--- src/rtl/assert_macros.svh ---
// assertion macros used by the console writer sequencer (tmcw_ctrl)
// no dependencies; the bodies are empty when SYNTHESIS is defined
`ifndef ASSERT_MACROS_SVH
`define ASSERT_MACROS_SVH
`ifndef SYNTHESIS
`define ASSERT_ALWAYS(lbl, clk, rst_n, expr, msg) \
  lbl: assert property (@(posedge clk) disable iff (!rst_n) (expr)) else $error(msg);
`define ASSERT_IMPLIES(lbl, clk, rst_n, pre, post, msg) \
  lbl: assert property (@(posedge clk) disable iff (!rst_n) (pre) |-> (post)) else $error(msg);
`define ASSERT_NEXT(lbl, clk, rst_n, pre, post, msg) \
  lbl: assert property (@(posedge clk) disable iff (!rst_n) (pre) |=> (post)) else $error(msg);
`else
`define ASSERT_ALWAYS(lbl, clk, rst_n, expr, msg)
`define ASSERT_IMPLIES(lbl, clk, rst_n, pre, post, msg)
`define ASSERT_NEXT(lbl, clk, rst_n, pre, post, msg)
`endif
`endif

--- src/rtl/tmcw_pkg.sv ---
// shared types and constants of the text mode console writer
// no dependencies; imported by every module of the block
`timescale 1ns / 1ps
package tmcw_pkg;

  localparam int COLUMNS_DEF = 80;
  localparam int ROWS_DEF    = 25;

  localparam int REQ_W  = 2;
  localparam int CHAR_W = 8;
  localparam int ROWV_W = 5;
  localparam int COLV_W = 7;
  localparam int IDX_W  = 11;
  localparam int POS_W  = 11;
  localparam int CELL_W = 16;
  localparam int ATTR_W = 8;

  // apb side
  localparam int CFG_AW    = 3;
  localparam int CFG_DW    = 32;
  localparam int CFG_IDX_W = CFG_AW - 2;
  localparam logic [CFG_IDX_W-1:0] REG_COLOR_ATTR = '0;

  localparam logic [CHAR_W-1:0] CH_BACKSPACE = 8'h08;
  localparam logic [CHAR_W-1:0] CH_NEWLINE   = 8'h0A;
  localparam logic [CHAR_W-1:0] CH_RETURN    = 8'h0D;
  localparam logic [CHAR_W-1:0] CH_SPACE     = 8'h20;
  localparam logic [ATTR_W-1:0] INIT_ATTR    = 8'h07;
  localparam logic [CELL_W-1:0] INIT_CELL    = {INIT_ATTR, CH_SPACE};

  typedef enum logic [REQ_W-1:0] {
    REQ_PUT   = 2'd0,
    REQ_SET   = 2'd1,
    REQ_CLEAR = 2'd2,
    REQ_READ  = 2'd3
  } req_t;

  // controller to datapath
  typedef struct packed {
    logic load;     // latch the request beat
    logic exec;     // run the request on the cursor and store
    logic copy_rd;  // scroll sweep: read one cell
    logic drain;    // last copy write, then aim at the bottom line
    logic fill;     // write one blank cell
    logic init;     // fill with the power-on blank
  } cmd_t;

  // datapath to controller
  typedef struct packed {
    req_t req;
    logic scroll_now;
    logic sweep_last;
  } sts_t;

endpackage

--- src/rtl/tmcw_ctrl.sv ---
// sequencer of the console writer: request steps, scroll and fill sweeps
// depends on tmcw_pkg and assert_macros.svh
`timescale 1ns / 1ps
`include "assert_macros.svh"
module tmcw_ctrl import tmcw_pkg::*; (
  input  logic clk,
  input  logic rst_n,
  input  logic start,
  input  sts_t sts,
  output logic busy,
  output logic out_strobe,
  output cmd_t cmd
);

  typedef enum logic [6:0] {
    S_INIT   = 7'b0000001,
    S_IDLE   = 7'b0000010,
    S_EXEC   = 7'b0000100,
    S_SCROLL = 7'b0001000,
    S_DRAIN  = 7'b0010000,
    S_FILL   = 7'b0100000,
    S_DONE   = 7'b1000000
  } state_t;

  state_t state_r, state_nxt;

  always_ff @(posedge clk) begin
    if (!rst_n) begin
      state_r <= S_INIT;
    end else begin
      state_r <= state_nxt;
    end
  end

  always_comb begin
    state_nxt = state_r;
    cmd       = '0;
    unique case (state_r)
      S_INIT: begin
        cmd.fill = 1'b1;
        cmd.init = 1'b1;
        if (sts.sweep_last) state_nxt = S_IDLE;
      end
      S_IDLE: begin
        if (start) begin
          cmd.load  = 1'b1;
          state_nxt = S_EXEC;
        end
      end
      S_EXEC: begin
        cmd.exec = 1'b1;
        priority if (sts.req == REQ_CLEAR) state_nxt = S_FILL;
        else if (sts.scroll_now)           state_nxt = S_SCROLL;
        else                               state_nxt = S_DONE;
      end
      S_SCROLL: begin
        cmd.copy_rd = 1'b1;
        if (sts.sweep_last) state_nxt = S_DRAIN;
      end
      S_DRAIN: begin
        cmd.drain = 1'b1;
        state_nxt = S_FILL;
      end
      S_FILL: begin
        cmd.fill = 1'b1;
        if (sts.sweep_last) state_nxt = S_DONE;
      end
      S_DONE: begin
        state_nxt = S_IDLE;
      end
      default: begin
        state_nxt = S_IDLE;
      end
    endcase
  end

  assign busy       = (state_r != S_IDLE);
  assign out_strobe = (state_r == S_DONE);

  `ASSERT_ALWAYS(a_state_onehot, clk, rst_n, $onehot(state_r), "state register not one-hot")
  `ASSERT_NEXT(a_strobe_single, clk, rst_n, out_strobe, !out_strobe, "result beat repeated")
  `ASSERT_NEXT(a_accept_exec, clk, rst_n, start && !busy, state_r == S_EXEC, "accepted beat not run")
  `ASSERT_NEXT(a_scroll_drain, clk, rst_n, (state_r == S_SCROLL) && sts.sweep_last,
    state_r == S_DRAIN, "scroll sweep did not drain")

endmodule

--- config.mk ---
export PLATFORM = sky130hd
export DESIGN_NAME = tmcw_ctrl
export DESIGN_NICKNAME = d
export VERILOG_FILES = /design/src/rtl/tmcw_pkg.sv /design/src/rtl/tmcw_ctrl.sv
export VERILOG_INCLUDE_DIRS = /design/src /design/src/rtl
export SDC_FILE = /design/constraint.sdc
export NUM_CORES = 1
export LEC_CHECK = 0
export ABC_AREA = 1
export BUFFER_PORTS_ARGS = -buffer_cell sky130_fd_sc_hd__buf_2
export CAP_MARGIN = 40
export CORE_AREA = 2 2 39 41
export DETAILED_ROUTE_END_ITERATION = 10
export DIE_AREA = 0 0 41 43
export PLACE_DENSITY = 0.58
export SLEW_MARGIN = 5
export SYNTH_ARGS = -nofsm -noshare
export SYNTH_HDL_FRONTEND = slang
export SYNTH_SLANG_ARGS = --single-unit
--- constraint.sdc ---
create_clock -name clk -period 1.6 [get_ports clk]
set_clock_uncertainty 0.15 [all_clocks]
set_input_delay 0.08 -clock clk [delete_from_list [all_inputs] [get_ports clk]]
set_output_delay 0.08 -clock clk [all_outputs]
set_load 0.05 [all_outputs]
# Word-level counts from Yosys, hierarchy flattened

Cells that the tools add are included.

Equal/unequal tests: 13
Multipliers: 0
Shift-type cells: 0
Order comparisons: 0
Add/subtract/negate cells: 0
Mux-type cells: 14
Reduce and logical (&&, ||, !) cells: 2
Bitwise operators: 0
Div/mod/pow operators: 0

Operator list:

| cell                                           | count |
|---|---|
| two-way mux 7 bit                              | 6 |
| one-hot mux 7 bit (6 select lines)             | 1 |
| != test 2 bit (second input constant)          | 4 |
| == test 7 x 1 -> 1 bit (second input constant) | 1 |
| == test 7 x 2 -> 1 bit (second input constant) | 1 |
| == test 7 x 3 -> 1 bit (second input constant) | 1 |
| == test 7 x 4 -> 1 bit (second input constant) | 1 |
| == test 7 x 5 -> 1 bit (second input constant) | 1 |
| == test 7 x 6 -> 1 bit (second input constant) | 1 |
| == test 7 bit (second input constant)          | 1 |
| two-way mux 1 bit                              | 7 |
| != test 7 x 2 -> 1 bit (second input constant) | 1 |
| AND reduction 4 bit                            | 1 |
| == test 2 bit (second input constant)          | 1 |
| OR reduction 2 bit                             | 1 |

Logic and storage cells: 30
Memories: 0
Bits in read-only memories: 0
Bits in latches: 0
Memory bits (writable): 0
Register bits after elaboration: 7
Output and inout port bits: 8

# Depth between registers and ports, before layout

Depth after elaboration: 3
Depth in mapped cells: 8
Depth with buffers taken out: 8

# Least setup slack after synthesis

Ideal clock, no wire load.

Kind: register -> output
From: register state_r[3]
To: output out_strobe
Arrival time: 1,975 ps
Slack: -605 ps
Stages on the path, launching flop included: 4
Required time: 1,370 ps
Cells stage by stage: dfxtp_1 > nor2_1 > nand2_2 > nor4_1

Cells in the longest elaborated chain, start to end: 1

RTL lines:

| item                   | RTL line        | text |
|---|---|---|
| from (decl)            | tmcw_ctrl.sv:25 | `state_t state_r, state_nxt;` |
| from (signal assigned) | tmcw_ctrl.sv:31 | `state_r <= state_nxt;` |
| == test 7 bit          | tmcw_ctrl.sv:78 | `assign out_strobe = (state_r == S_DONE);` |
| to (decl)              | tmcw_ctrl.sv:11 | `output logic out_strobe,` |

Every way passes these cells.

==> flow_metrics.env <==
export IMPL_status="finished, final reports clean"
export IMPL_hold_viol=0
export IMPL_synthToLayoutAreaGrowth_pct=37.2
export IMPL_wire_per_inst_um=9.51
export IMPL_synth_cells=82
export IMPL_clockBufferDepth=2
export IMPL_fin_nets=110
export IMPL_p_seq_frac=0.393
export IMPL_drt_iter0_markers=8
export IMPL_end_kind="output pin"
export IMPL_comb_power_share=0.257
export IMPL_drive_gt1_frac=0.353
export IMPL_hold_class="in -> reg"
export IMPL_rsz0062_at_grt="true"
export IMPL_netlist_area_um2=492
export IMPL_whs_ns=0.00847
export IMPL_dieArea_um2=1760
export IMPL_p_sw_frac=0.332
export IMPL_rows=14
export IMPL_p_clk_frac=0.350
export IMPL_p_leak_nw=0.365
export IMPL_hpwlAfterDp_um=892
export IMPL_largest_registers="state_r x7"
export IMPL_layout_common_cells="nand2_1, inv_1, buf_2"
export IMPL_clk_pin_slew_worst_paths_ns=0.05
export IMPL_nFillCells=149
export IMPL_synth_distinct_cells=15
export IMPL_ys_warn_count=0
export IMPL_power_internal_uw=317
export IMPL_fin_crit_sh=0.953
export IMPL_synth_ff_latch_count=7
export IMPL_worstPathRequired_ns=1.37
export IMPL_grt_antenna_before_repair=0
export IMPL_cts_num_sinks=7
export IMPL_cellPowerDensity_nw_per_um2=704
export IMPL_viasPerCell=4.47
export IMPL_pin_count=15
export IMPL_irDropWorstVdd_uv=353
export IMPL_vias=527
export IMPL_fin_util=0.487
export IMPL_drc_errors=0
export IMPL_clockRootBuffer="clkbuf_4"
export IMPL_critPathKind="reg -> out"
export IMPL_die_w_um=41
export IMPL_cp_arrival_ns=1.29
export IMPL_synth_avg_cell_area_um2=6.00
export IMPL_slew_viol_final=0
export IMPL_setup_viol=0
export IMPL_start_util=0.355
export IMPL_drt_total_wl_mm=1.12
export IMPL_grt_max_degree=6
export IMPL_max_freq_mhz=656
export IMPL_switchingPower_uw=158
export IMPL_critPathMaxFanout=5
export IMPL_die_y_um=43
export IMPL_port_buffers=14
export IMPL_ctsHtreeMaxLevel=1
export IMPL_grt_pass1_wl_mm=1.86
export IMPL_ant_nets=0
export IMPL_first_pass_iters=4
export IMPL_layout_commonest_cell="nand2_1"
export IMPL_cts_tree="done"
export IMPL_n_antenna_cell=0
export IMPL_globalplace_congestion=0.782
export IMPL_largest_register="state_r"
export IMPL_grt_overflow=0
export IMPL_coreArea_um2=1380
export IMPL_cts_buffers=3
export IMPL_largest_reg_flops=7
export IMPL_synth_seq_area_share=0.285
export IMPL_slew_headroom=0.836
export IMPL_syn_nets=89
export IMPL_cp_start_kind="register"
export IMPL_insertion_delay_ns=0.26
export IMPL_finalCriticalPeriod_ns=1.52
export IMPL_first_global_vias=487
export IMPL_max_cap_violations=0
export IMPL_worstMarginPinSlew_ns=0.248
export IMPL_gr_usage_all_layers=0.164
==> layout make-up <==
cell class | instances | area, um2 | area share
Clock buffer | 4 | 26.3 | 0.0390
Inverter | 17 | 63.8 | 0.0946
Timing Repair Buffer | 16 | 110 | 0.163
Tap cell | 16 | 20.0 | 0.0297
Multi-Input combinational cell | 58 | 314 | 0.466
Sequential cell | 7 | 140 | 0.208
==> critical path, cell delays in order (launching register included) <==
cell,delay [ns]
dfxtp_1,0.34
nor2_2,0.16
nand2_2,0.10
nor2_4,0.18
clkbuf_4,0.26
==> path summary, 6_finish.rpt <==
| kind | startpoint | to | slack, ns | cells past startpoint |
|---|---|---|---|---|
| worst max-delay path | state_r[4]$_SDFFE_PN0P_ | cmd[4] | 0.08 | 4 |
| worst min-delay path | start | state_r[2]$_SDFFE_PN0P_ | 0.008 | 3 |
| worst max register to register | state_r[4]$_SDFFE_PN0P_ | state_r[4]$_SDFFE_PN0P_ | 0.27 | 8 |
| worst min register to register | state_r[0]$_SDFFE_PN1P_ | state_r[0]$_SDFFE_PN1P_ | 0.53 | 4 |
==> timing repair <==
action	CTS	global route
hold buffers	2	0
buffers inserted	0	0
setup endpoints to repair	3	5
resized for setup	4	6
endpoints found under the hold margin	6	0
==> power by group through the flow <==
stage          combinational (mW)  clock [mW]  sequential [mW]
3_5_place_dp                0.110           0            0.190
5_1_grt                     0.136       0.177            0.188
2_1_floorplan              0.0836           0            0.190
3_3_place_gp                0.108           0            0.190
4_1_cts                     0.118       0.173            0.187
6_report                    0.122       0.166            0.187
==> cells in the mapped netlist <==
| library cell | count | area share |
|---|---|---|
| nor4_1 | 1 | 0.013 |
| inv_1 | 16 | 0.12 |
| nand3b_1 | 1 | 0.015 |
| nand3_1 | 8 | 0.081 |
| or2_2 | 1 | 0.013 |
| dfxtp_1 | 7 | 0.28 |
| nand2_2 | 4 | 0.051 |
| inv_2 | 1 | 0.0076 |
| nor3_1 | 1 | 0.010 |
| a21oi_1 | 2 | 0.020 |
| nor2_4 | 3 | 0.069 |
| o21ai_2 | 1 | 0.018 |
| nor2_1 | 10 | 0.076 |
| nor2_2 | 4 | 0.051 |
| nand2_1 | 22 | 0.17 |
==> per-stage QoR <==
step,setup slack [ns],std cells,total power [mW],TNS (ns),instance area (um2)
floorplan,-0.0220,82,0.273,-0.0220,510
global placement,0.254,112,0.299,0,601
detailed placement,0.224,112,0.300,0,601
CTS,0.00592,118,0.479,0,659
global route,-0.0107,118,0.501,-0.0145,674
finish,0.0756,118,0.475,0,674
==> cells by family after synthesis <==
| kind of cell | count (synthesis) | synth area share |
|---|---|---|
| AND/OR/NAND/NOR | 55 | 0.547 |
| buffers and inverters | 17 | 0.130 |
| AO/OA/AOI/OAI | 3 | 0.0382 |
| flip-flops | 7 | 0.285 |
==> per-layer routing <==
metal | up-vias | track usage | wire [um]
met5 | - | 0 | 0
met1 | 224 | 0.186 | 483
li1 | 284 | - | -
met2 | 16 | 0.256 | 565
met4 | 0 | 0.140 | 31
met3 | 3 | 0.0157 | 42
Power figures use the tool's default switching activity.
