File: src/rtl/assert_macros.svh
// assertion macros used by the console writer sequencer (tmcw_ctrl)
// no dependencies; the bodies are empty when SYNTHESIS is defined
`ifndef ASSERT_MACROS_SVH
`define ASSERT_MACROS_SVH
`ifndef SYNTHESIS
`define ASSERT_ALWAYS(lbl, clk, rst_n, expr, msg) \
  lbl: assert property (@(posedge clk) disable iff (!rst_n) (expr)) else $error(msg);
`define ASSERT_IMPLIES(lbl, clk, rst_n, pre, post, msg) \
  lbl: assert property (@(posedge clk) disable iff (!rst_n) (pre) |-> (post)) else $error(msg);
`define ASSERT_NEXT(lbl, clk, rst_n, pre, post, msg) \
  lbl: assert property (@(posedge clk) disable iff (!rst_n) (pre) |=> (post)) else $error(msg);
`else
`define ASSERT_ALWAYS(lbl, clk, rst_n, expr, msg)
`define ASSERT_IMPLIES(lbl, clk, rst_n, pre, post, msg)
`define ASSERT_NEXT(lbl, clk, rst_n, pre, post, msg)
`endif
`endif

File: src/rtl/tmcw_pkg.sv
// shared types and constants of the text mode console writer
// no dependencies; imported by every module of the block
`timescale 1ns / 1ps
package tmcw_pkg;

  localparam int COLUMNS_DEF = 80;
  localparam int ROWS_DEF    = 25;

  localparam int REQ_W  = 2;
  localparam int CHAR_W = 8;
  localparam int ROWV_W = 5;
  localparam int COLV_W = 7;
  localparam int IDX_W  = 11;
  localparam int POS_W  = 11;
  localparam int CELL_W = 16;
  localparam int ATTR_W = 8;

  // apb side
  localparam int CFG_AW    = 3;
  localparam int CFG_DW    = 32;
  localparam int CFG_IDX_W = CFG_AW - 2;
  localparam logic [CFG_IDX_W-1:0] REG_COLOR_ATTR = '0;

  localparam logic [CHAR_W-1:0] CH_BACKSPACE = 8'h08;
  localparam logic [CHAR_W-1:0] CH_NEWLINE   = 8'h0A;
  localparam logic [CHAR_W-1:0] CH_RETURN    = 8'h0D;
  localparam logic [CHAR_W-1:0] CH_SPACE     = 8'h20;
  localparam logic [ATTR_W-1:0] INIT_ATTR    = 8'h07;
  localparam logic [CELL_W-1:0] INIT_CELL    = {INIT_ATTR, CH_SPACE};

  typedef enum logic [REQ_W-1:0] {
    REQ_PUT   = 2'd0,
    REQ_SET   = 2'd1,
    REQ_CLEAR = 2'd2,
    REQ_READ  = 2'd3
  } req_t;

  // controller to datapath
  typedef struct packed {
    logic load;     // latch the request beat
    logic exec;     // run the request on the cursor and store
    logic copy_rd;  // scroll sweep: read one cell
    logic drain;    // last copy write, then aim at the bottom line
    logic fill;     // write one blank cell
    logic init;     // fill with the power-on blank
  } cmd_t;

  // datapath to controller
  typedef struct packed {
    req_t req;
    logic scroll_now;
    logic sweep_last;
  } sts_t;

endpackage

File: src/rtl/tmcw_regs.sv
// apb configuration register (attribute byte) of the console writer
// depends on tmcw_pkg
`timescale 1ns / 1ps
module tmcw_regs import tmcw_pkg::*; (
  input  logic              clk,
  input  logic              rst_n,
  input  logic              psel,
  input  logic              penable,
  input  logic              pwrite,
  input  logic [CFG_AW-1:0] paddr,
  input  logic [CFG_DW-1:0] pwdata,
  output logic [CFG_DW-1:0] prdata,
  output logic              pready,
  output logic [ATTR_W-1:0] attr
);

  logic [ATTR_W-1:0] attr_r;
  logic              hit;

  assign hit = (paddr[CFG_AW-1:2] == REG_COLOR_ATTR);

  always_ff @(posedge clk) begin
    if (!rst_n) begin
      attr_r <= INIT_ATTR;
    end else if (psel && penable && pwrite && hit) begin
      attr_r <= pwdata[ATTR_W-1:0];
    end
  end

  assign prdata = hit ? CFG_DW'(attr_r) : '0;
  assign pready = 1'b1;
  assign attr   = attr_r;

endmodule

File: config.mk
export PLATFORM = sky130hd
export DESIGN_NAME = tmcw_regs
export DESIGN_NICKNAME = d
export VERILOG_FILES = /design/src/rtl/assert_macros.svh /design/src/rtl/tmcw_pkg.sv /design/src/rtl/tmcw_regs.sv
export SDC_FILE = /design/constraint.sdc
export NUM_CORES = 1
export LEC_CHECK = 0
export BUFFER_PORTS_ARGS = -buffer_cell sky130_fd_sc_hd__buf_2
export CAP_MARGIN = 20
export CORE_ASPECT_RATIO = 0.75
export CORE_MARGIN = 1
export CORE_UTILIZATION = 30
export CTS_BUF_LIST = sky130_fd_sc_hd__clkbuf_8 sky130_fd_sc_hd__clkbuf_16
export DETAILED_ROUTE_END_ITERATION = 8
export HOLD_SLACK_MARGIN = 0.12
export PLACE_DENSITY = 0.78
export SLEW_MARGIN = 30
export SYNTH_ARGS = -nofsm -noshare
export SYNTH_HDL_FRONTEND = slang
export SYNTH_SLANG_ARGS = --single-unit
File: constraint.sdc
create_clock -name clk -period 1.1 [get_ports clk]
set_clock_uncertainty 0.15 [all_clocks]
set_input_delay 0.165 -clock clk [delete_from_list [all_inputs] [get_ports clk]]
set_output_delay 0.165 -clock clk [all_outputs]
set_load 0.03 [all_outputs]
# After elaboration in Yosys (flattened, before gate mapping)
# Cells that the tools add are included.
dict set report op_classes {
  mux 1
  n_bitwise 1
  reduce_logical 3
}
# cell n
set ops {}
lappend ops {{2-to-1 mux 8 bit} 1}
lappend ops {{logical AND 1 bit} 3}
lappend ops {{inverter 1 bit} 1}
dict set report totals {
  register_bits 8
}

# Longest topological paths before layout
# Gate-level depths: netlist of run 1.
dict set report logic_depth {
  word_depth 3
  ltp_mapped 3
}

# Worst setup path before layout of run 1
# Ideal clock, no wire load.
dict set report synth_path {
  path_type {flip-flop to output port}
  from {register attr_r[0], in the netlist attr[0]}
  to {output port prdata[0]}
  t_arrival_ps 784
  required_time_ps 785
  setup_slack_ps 1
  path_stages_with_launch 2
  path_cell_list {dfxtp_1 -> and2b_2}
}
dict set report synth_via {
  elab_chain_cells 1
}
# element line_no
set synth_lines {}
lappend synth_lines {{start, declared} tmcw_regs.sv:17} ;# logic [ATTR_W-1:0] attr_r;
lappend synth_lines {{start signal, assigned} tmcw_regs.sv:26} ;# attr_r <= pwdata[ATTR_W-1:0];
lappend synth_lines {{2-to-1 mux 8 bit} tmcw_regs.sv:30} ;# assign prdata = hit ? CFG_DW'(attr_r) : '0;
lappend synth_lines {{end, declared} tmcw_regs.sv:12} ;# output logic [CFG_DW-1:0] prdata,
# No other way between the ends.

# Final worst setup path of run 1
dict set report layout_path {
  from {register attr_r[6], in the netlist attr[6]}
  to {output port prdata[6]}
}
# Same word-level chain as after synthesis.

==> results of run 1 <==
## critical path, delay by kind of cell (launching register included)
kind	cells	cell delay [ps]
and+or+nand+nor	1	200
buffers and inverters	1	140
DFF	1	310
## how the worst max path moves through the flow
stage	from	to	slack, ps
2_1_floorplan	attr[0]$_SDFFE_PN1P_	prdata[0]	0.7
3_3_place_gp	paddr[2]	prdata[6]	-40
3_5_place_dp	paddr[2]	attr[7]$_SDFFE_PN0P_	-80
4_1_cts	attr[2]$_SDFFE_PN1P_	prdata[2]	-90
5_1_grt	attr[5]$_SDFFE_PN0P_	prdata[5]	-110
6_report	attr[6]$_SDFFE_PN0P_	prdata[6]	-80
## metal layers
layer  vias up  part of all wire (%)  GRT usage, %
met4         0                     0             0
met1       218                    40          11.0
li1        249                     -             -
met2        31                    51          24.4
met5         -                     0             0
met3         0                   8.8          7.78
## cell families after synthesis
| family | after synthesis | share of synthesized area, % |
|---|---|---|
| flops | 8 | 26.4 |
| mux | 8 | 13.2 |
| other cells | 2 | 1.24 |
| simple gates | 25 | 25.6 |
| buf+inv | 27 | 33.5 |
## cell usage in the layout (no fill, tap or decap)
cell / netlist / final
conb_1: 2 / 25
dfxtp_2: 0 / 8
nand2_1: 10 / 10
nor2b_1: 6 / 6
dlygate4sd3_1: 0 / 8
buf_2: 0 / 20
buf_4: 25 / 5
and4b_1: 1 / 1
mux2i_1: 8 / 8
and2b_2: 8 / 8
buf_6: 1 / 9
clkbuf_8: 0 / 3
## per-stage QoR
step / TNS, ps / area, um2 / util, % / total power, mW / worst slack, ps
floorplan: 0 / 692 / - / 0.556 / 0.691
global placement: -217 / 684 / 37.9 / 0.533 / -38.0
detailed placement: -468 / 684 / 37.9 / 0.536 / -82.2
CTS: -703 / 887 / 49.1 / 0.940 / -88.7
global route: -890 / 887 / 49.1 / 0.978 / -111
finish: -651 / 887 / 49.1 / 0.928 / -84.4
## synthesized netlist by cell type
cell      count
mux2i_1       8
dfxtp_1       8
and4b_1       1
buf_4        25
nor2b_1       6
nand2_1      10
and2b_2       8
conb_1        2
buf_6         1
clkbuf_1      1
## layout make-up
class	count	share of cell area [%]
multi-input cells	58	37.1
repair buffers	42	36.0
flip-flops and latches	8	19.2
clock buffers	3	4.65
well taps	22	3.10
## where the power goes
group,internal [mW],switching [mW]
Combinational,0.0844,0.184
Sequential,0.299,0.00398
Clock,0.238,0.120
Total,0.621,0.308
## timing repair
action / in CTS / in global routing
resized for setup: 26 / 0
hold buffers: 8 / 0
setup buffers: 2 / 0
setup endpoints to repair: 10 / 10
endpoints found under the hold margin: 8 / 0
pin swaps: 0 / 0
==> results.py, run 1 <==
metrics = {
    "status": {
        "status": "finished with violations",
        "violations": "setup timing",
    },
    "logic_synthesis": {
        "yosys_warnings": 0,
        "yosysSeqAreaShare_pct": 26.4,
        "synth.avg_cell_area_um2": 8.65,
        "netlist_area_um2": 606,
        "synth_cell_type_count": 10,
        "syn_inst": 70,
        "synth_top_area_share_pct": 31.0,
        "synth-seq-cells": 8,
        "ys_top_cells_by_area": "buf_4, dfxtp_1, mux2i_1",
        "yosysTopAreaCell": "buf_4",
    },
    "detailed_routing": {
        "wl_mm": 1.23,
        "vias_per_cell": 3.74,
        "drt-initial-drc-count": 2,
        "vias": 498,
        "drc": 0,
        "ant_nets": 0,
        "routedWlPerCell_um": 9.28,
        "first_pass_iters": 2,
    },
    "hold_path": {
        "hold_end": "attr[3]$_SDFFE_PN0P_",
        "whs_path_depth": 3,
        "hp-class": "in -> reg",
        "min_from": "rst_n",
    },
    "placement": {
        "place_congestion": 0.569,
        "dp_hpwl_um": 889,
        "place_inst": 120,
        "numPortBuffers": 29,
    },
    "power": {
        "power.density_mw_per_mm2": 1050,
        "p_leak_nw": 0.452,
        "peakVddDrop_uv": 579,
    },
    "setup_path": {
        "crit_type": "reg -> out",
        "worstPathRequired_ps": 780,
        "start_kind": "flip-flop",
        "timing.rr.end": "attr[1]$_SDFFE_PN1P_",
        "crit_path_end_kind": "primary output",
        "crit_chain": "and2b_2 > buf_6",
        "crit_slowest_cell": "dfxtp_2",
        "r2r-start": "attr[1]$_SDFFE_PN1P_",
        "r2r_slack_ps": 250,
        "critPathMaxStageDelay_ps": 310,
        "cp_max_fo": 2,
        "reg2reg_depth": 3,
        "arrival_ps": 870,
    },
    "die": {
        "die_area_mm2": 0.00220,
        "die_h_um": 40.9,
        "start_util_pct": 33.5,
        "die_x_um": 53.9,
        "core_area_mm2": 0.00181,
        "rows": 13,
        "pin_count": 81,
    },
    "final_layout": {
        "largest_reg_flops": 8,
        "finalNonFillerCells": 133,
        "drive_above_1_share_pct": 47.7,
        "fin_nets": 153,
        "regArea_um2": 170,
        "multi_input_area_um2": 329,
        "syn_to_final_growth_pct": 46.5,
        "antennaDiodeCount": 0,
        "fillers": 173,
    },
    "clocking": {
        "tritoncts": "yes",
        "htreeDepth": 1,
        "clock_path_buffers": 2,
        "cts_sinks": 8,
        "clk_pin_slew_worst_paths_ps": 40,
        "cts-buffers-inserted": 3,
        "cts_root_buf": "clkbuf_8",
        "clk_latency_ps": 230,
    },
    "global_route": {
        "grt_start_max_net_pins": 17,
        "grtUsageTotal_pct": 12.1,
        "grt_pass1_vias": 392,
        "grt_antenna_before_repair": 0,
        "grt_pass1_wl_mm": 1.70,
        "gr-total-overflow": 0,
    },
    "run": {
        "drv_cap": 0,
    },
    "timing": {
        "rsz0062_at_grt": "true",
        "setup_viol": 9,
        "min_period_over_period_pct": 108,
        "holdWs_ps": 157,
        "maxSlewViolCount": 0,
        "hold_viol_final": 0,
        "fin_crit_ps": 1180,
        "fmax_ghz": 0.844,
        "setup_slack_ps": -84.4,
    },
}
Power figures use the tool's default switching activity.
==> inputs of run 2 (changes only) <==
--- a/config.mk
+++ b/config.mk
@@ -5,12 +5,14 @@
 export SDC_FILE = /design/constraint.sdc
 export NUM_CORES = 1
 export LEC_CHECK = 0
+export ABC_AREA = 1
 export BUFFER_PORTS_ARGS = -buffer_cell sky130_fd_sc_hd__buf_2
 export CAP_MARGIN = 20
 export CORE_ASPECT_RATIO = 0.75
 export CORE_MARGIN = 1
-export CORE_UTILIZATION = 30
+export CORE_UTILIZATION = 31
 export CTS_BUF_LIST = sky130_fd_sc_hd__clkbuf_8 sky130_fd_sc_hd__clkbuf_16
+export CTS_CLUSTER_SIZE = 8
 export DETAILED_ROUTE_END_ITERATION = 8
 export HOLD_SLACK_MARGIN = 0.12
 export PLACE_DENSITY = 0.78
==> run 2 against run 1 <==
Against the previous run: the run still ends with setup timing left; first-iteration DRC count grew to 3.5 times the previous value; hold slack got worse by 23 ps; synthesized cell count grew 36%; largest cell class unchanged; worst setup slack improved by 40 ps; routed wire length is 14% higher; critical path type unchanged; non-clock buffer count is the same; global-route usage increased by 1.4 points; final area rose by 14%.
==> results.py, run 2 <==
metrics = {
    "status": {
        "status": "finished with violations",
        "violations": "setup timing",
    },
    "placement": {
        "place_congestion": 0.660,
        "place_area_um2": 800,
        "numPortBuffers": 29,
        "place_inst": 144,
        "dp_hpwl_mm": 1.08,
        "place_ws_ps": -94.1,
    },
    "global_route": {
        "grtUsageTotal_pct": 13.6,
        "use_met1_pct": 12.4,
        "grt_util_met2_pct": 25.3,
        "grt_pass1_wl_mm": 2.15,
        "busiest_layer": "met2",
        "grt_antenna_before_repair": 0,
        "use_met3_pct": 5.49,
        "grt_start_max_net_pins": 9,
        "gr-total-overflow": 0,
        "grt_pass1_vias": 542,
    },
    "die": {
        "start_util_pct": 35.2,
        "die_x_um": 54.7,
        "die_area_mm2": 0.00228,
        "rows": 13,
        "die_h_um": 41.6,
        "core_area_mm2": 0.00184,
        "pin_count": 81,
    },
    "logic_synthesis": {
        "synth_simple_gate_area_share_pct": 33.1,
        "ys_top_cells_by_area": "buf_4, dfxtp_1, inv_1",
        "netlist_area_um2": 647,
        "synth_mux_area_share_pct": 0,
        "yosysSeqAreaShare_pct": 24.8,
        "synth-main-ff-cell": "dfxtp_1",
        "synth_top_area_share_pct": 29.0,
        "yosys-top-cells-count": "buf_4, inv_1, nor2_1",
        "syn_inst": 95,
        "yosys_warnings": 0,
        "synth_top_family_by_area": "buffers and inverters",
        "async_flop_share_pct": 0,
        "synth-seq-cells": 8,
        "synth-xor-area-share_pct": 0,
        "synth_compound_area_share_pct": 0,
        "synth_cell_type_count": 15,
        "synth_edf_count": 0,
        "yosysMostFrequentCell": "buf_4",
        "yosysTopAreaCell": "buf_4",
        "synth.avg_cell_area_um2": 6.81,
        "synthAdderAreaFrac_pct": 0,
    },
    "clocking": {
        "cts-buffers-inserted": 3,
        "cts_sinks": 8,
        "tritoncts": "yes",
        "htreeDepth": 1,
        "cts_root_buf": "clkbuf_8",
        "clk_pin_slew_worst_paths_ps": 40,
        "clock_path_buffers": 2,
        "clk_latency_ps": 230,
    },
    "detailed_routing": {
        "routedWlPerCell_um": 8.88,
        "first_pass_iters": 4,
        "ant_nets": 0,
        "drc": 0,
        "wl_mm": 1.40,
        "vias_per_cell": 3.75,
        "vias": 593,
        "drt-initial-drc-count": 7,
    },
    "final_layout": {
        "fillers": 172,
        "final_cell_mix": "conb_1, buf_2, nand2_1",
        "final_common_cell": "conb_1",
        "drive_above_1_share_pct": 52.2,
        "finalNonFillerCells": 158,
        "antennaDiodeCount": 0,
        "syn_to_final_growth_pct": 56.3,
        "largest_reg_flops": 8,
        "fin_nets": 178,
        "final_cell_area_mm2": 0.00101,
    },
    "timing": {
        "hold_viol_final": 0,
        "fin_crit_ps": 1140,
        "maxSlewViolCount": 0,
        "setup_viol": 8,
        "fmax_ghz": 0.874,
        "setup_slack_ps": -44.3,
        "rsz0062_at_grt": "true",
        "min_period_over_period_pct": 104,
    },
    "setup_path": {
        "critical-path-top-delay-family": "flip-flops",
        "cp_max_fo": 3,
        "worstPathRequired_ps": 780,
        "start_kind": "flip-flop",
        "crit_path_end_kind": "primary output",
        "arrival_ps": 830,
        "worst-path-buf-inv": 2,
        "crit_type": "reg -> out",
        "crit_slowest_cell": "dfxtp_2",
        "crit_chain": "inv_2 > nor2_4 > buf_6",
        "critPathMaxStageDelay_ps": 330,
    },
    "power": {
        "p_leak_nw": 0.555,
        "power.density_mw_per_mm2": 999,
        "peakVddDrop_uv": 603,
    },
    "hold_path": {
        "hp-class": "in -> reg",
    },
    "run": {
        "drv_cap": 0,
    },
}
[run 2: cell types whose count changed in the layout (fill, tap and decap cells not counted), moves of 7 or more]
cell,delta
inv_2,+8
and2b_2,-8
inv_1,+7
nor2_4,+9
nand3_1,+8
mux2i_1,-8
[run 2: power breakdown]
group	switching (mW)	leakage [nW]	total (mW)	internal, mW
logic	0.241	0.468	0.350	0.109
clock network	0.111	0.0216	0.347	0.237
registers	0.00921	0.0661	0.313	0.304
[run 2: routing by layer]
layer | wire length, um | vias to the layer above
li1 | - | 309
met1 | 489 | 246
met2 | 758 | 38
met3 | 155 | 0
met4 | 0 | 0
met5 | 0 | -
[run 2: final cells by class]
cell class                      instances  area, um2  area share, %
Multi-Input combinational cell         67        368           36.4
Inverter                               16       61.3           6.06
Timing Repair Buffer                   42        343           33.9
Tap cell                               22       27.5           2.72
Sequential cell                         8        170           16.8
Clock buffer                            3       41.3           4.08
[run 2: logic make-up after synthesis]
| family | Yosys count |
|---|---|
| buffers and inverters | 43 |
| DFF | 8 |
| other | 2 |
| and+or+nand+nor | 42 |
[run 2: final timing paths]
check,start,to,slack [ps],depth (start not counted)
setup / recovery,attr[7]$_SDFFE_PN0P_,prdata[7],-40,3
setup reg to reg,attr[6]$_SDFFE_PN0P_,attr[6]$_SDFFE_PN0P_,250,3
hold / removal,pwdata[6],attr[6]$_SDFFE_PN0P_,130,5
hold reg to reg,attr[2]$_SDFFE_PN1P_,attr[2]$_SDFFE_PN1P_,320,2
[run 2: worst reg2reg max path, stage by stage (launching register included)]
cell and delay, ps:
dfxtp_2 320, buf_4 130, nor2_2 90, nor2_1 50
[run 2: metrics by stage]
stage / total power [mW] / utilization (%) / hold slack [ps] / TNS (ps)
detailed placement: 0.618 / 43.5 / 234 / -849
finish: 1.01 / 55.0 / 134 / -238
CTS: 1.02 / 55.4 / 124 / -268
floorplan: 0.624 / - / 141 / 0
global route: 1.06 / 55.0 / 166 / -557
global placement: 0.612 / 43.5 / 233 / -624
[run 2: what timing repair did]
item / CTS / global route
endpoints found under the setup margin: 8 / 15
resized for setup: 25 / 4
hold endpoints to repair: 8 / 0
buffers inserted: 6 / 0
pin swaps: 0 / 2
cloned: 0 / 0
hold buffers: 8 / 0
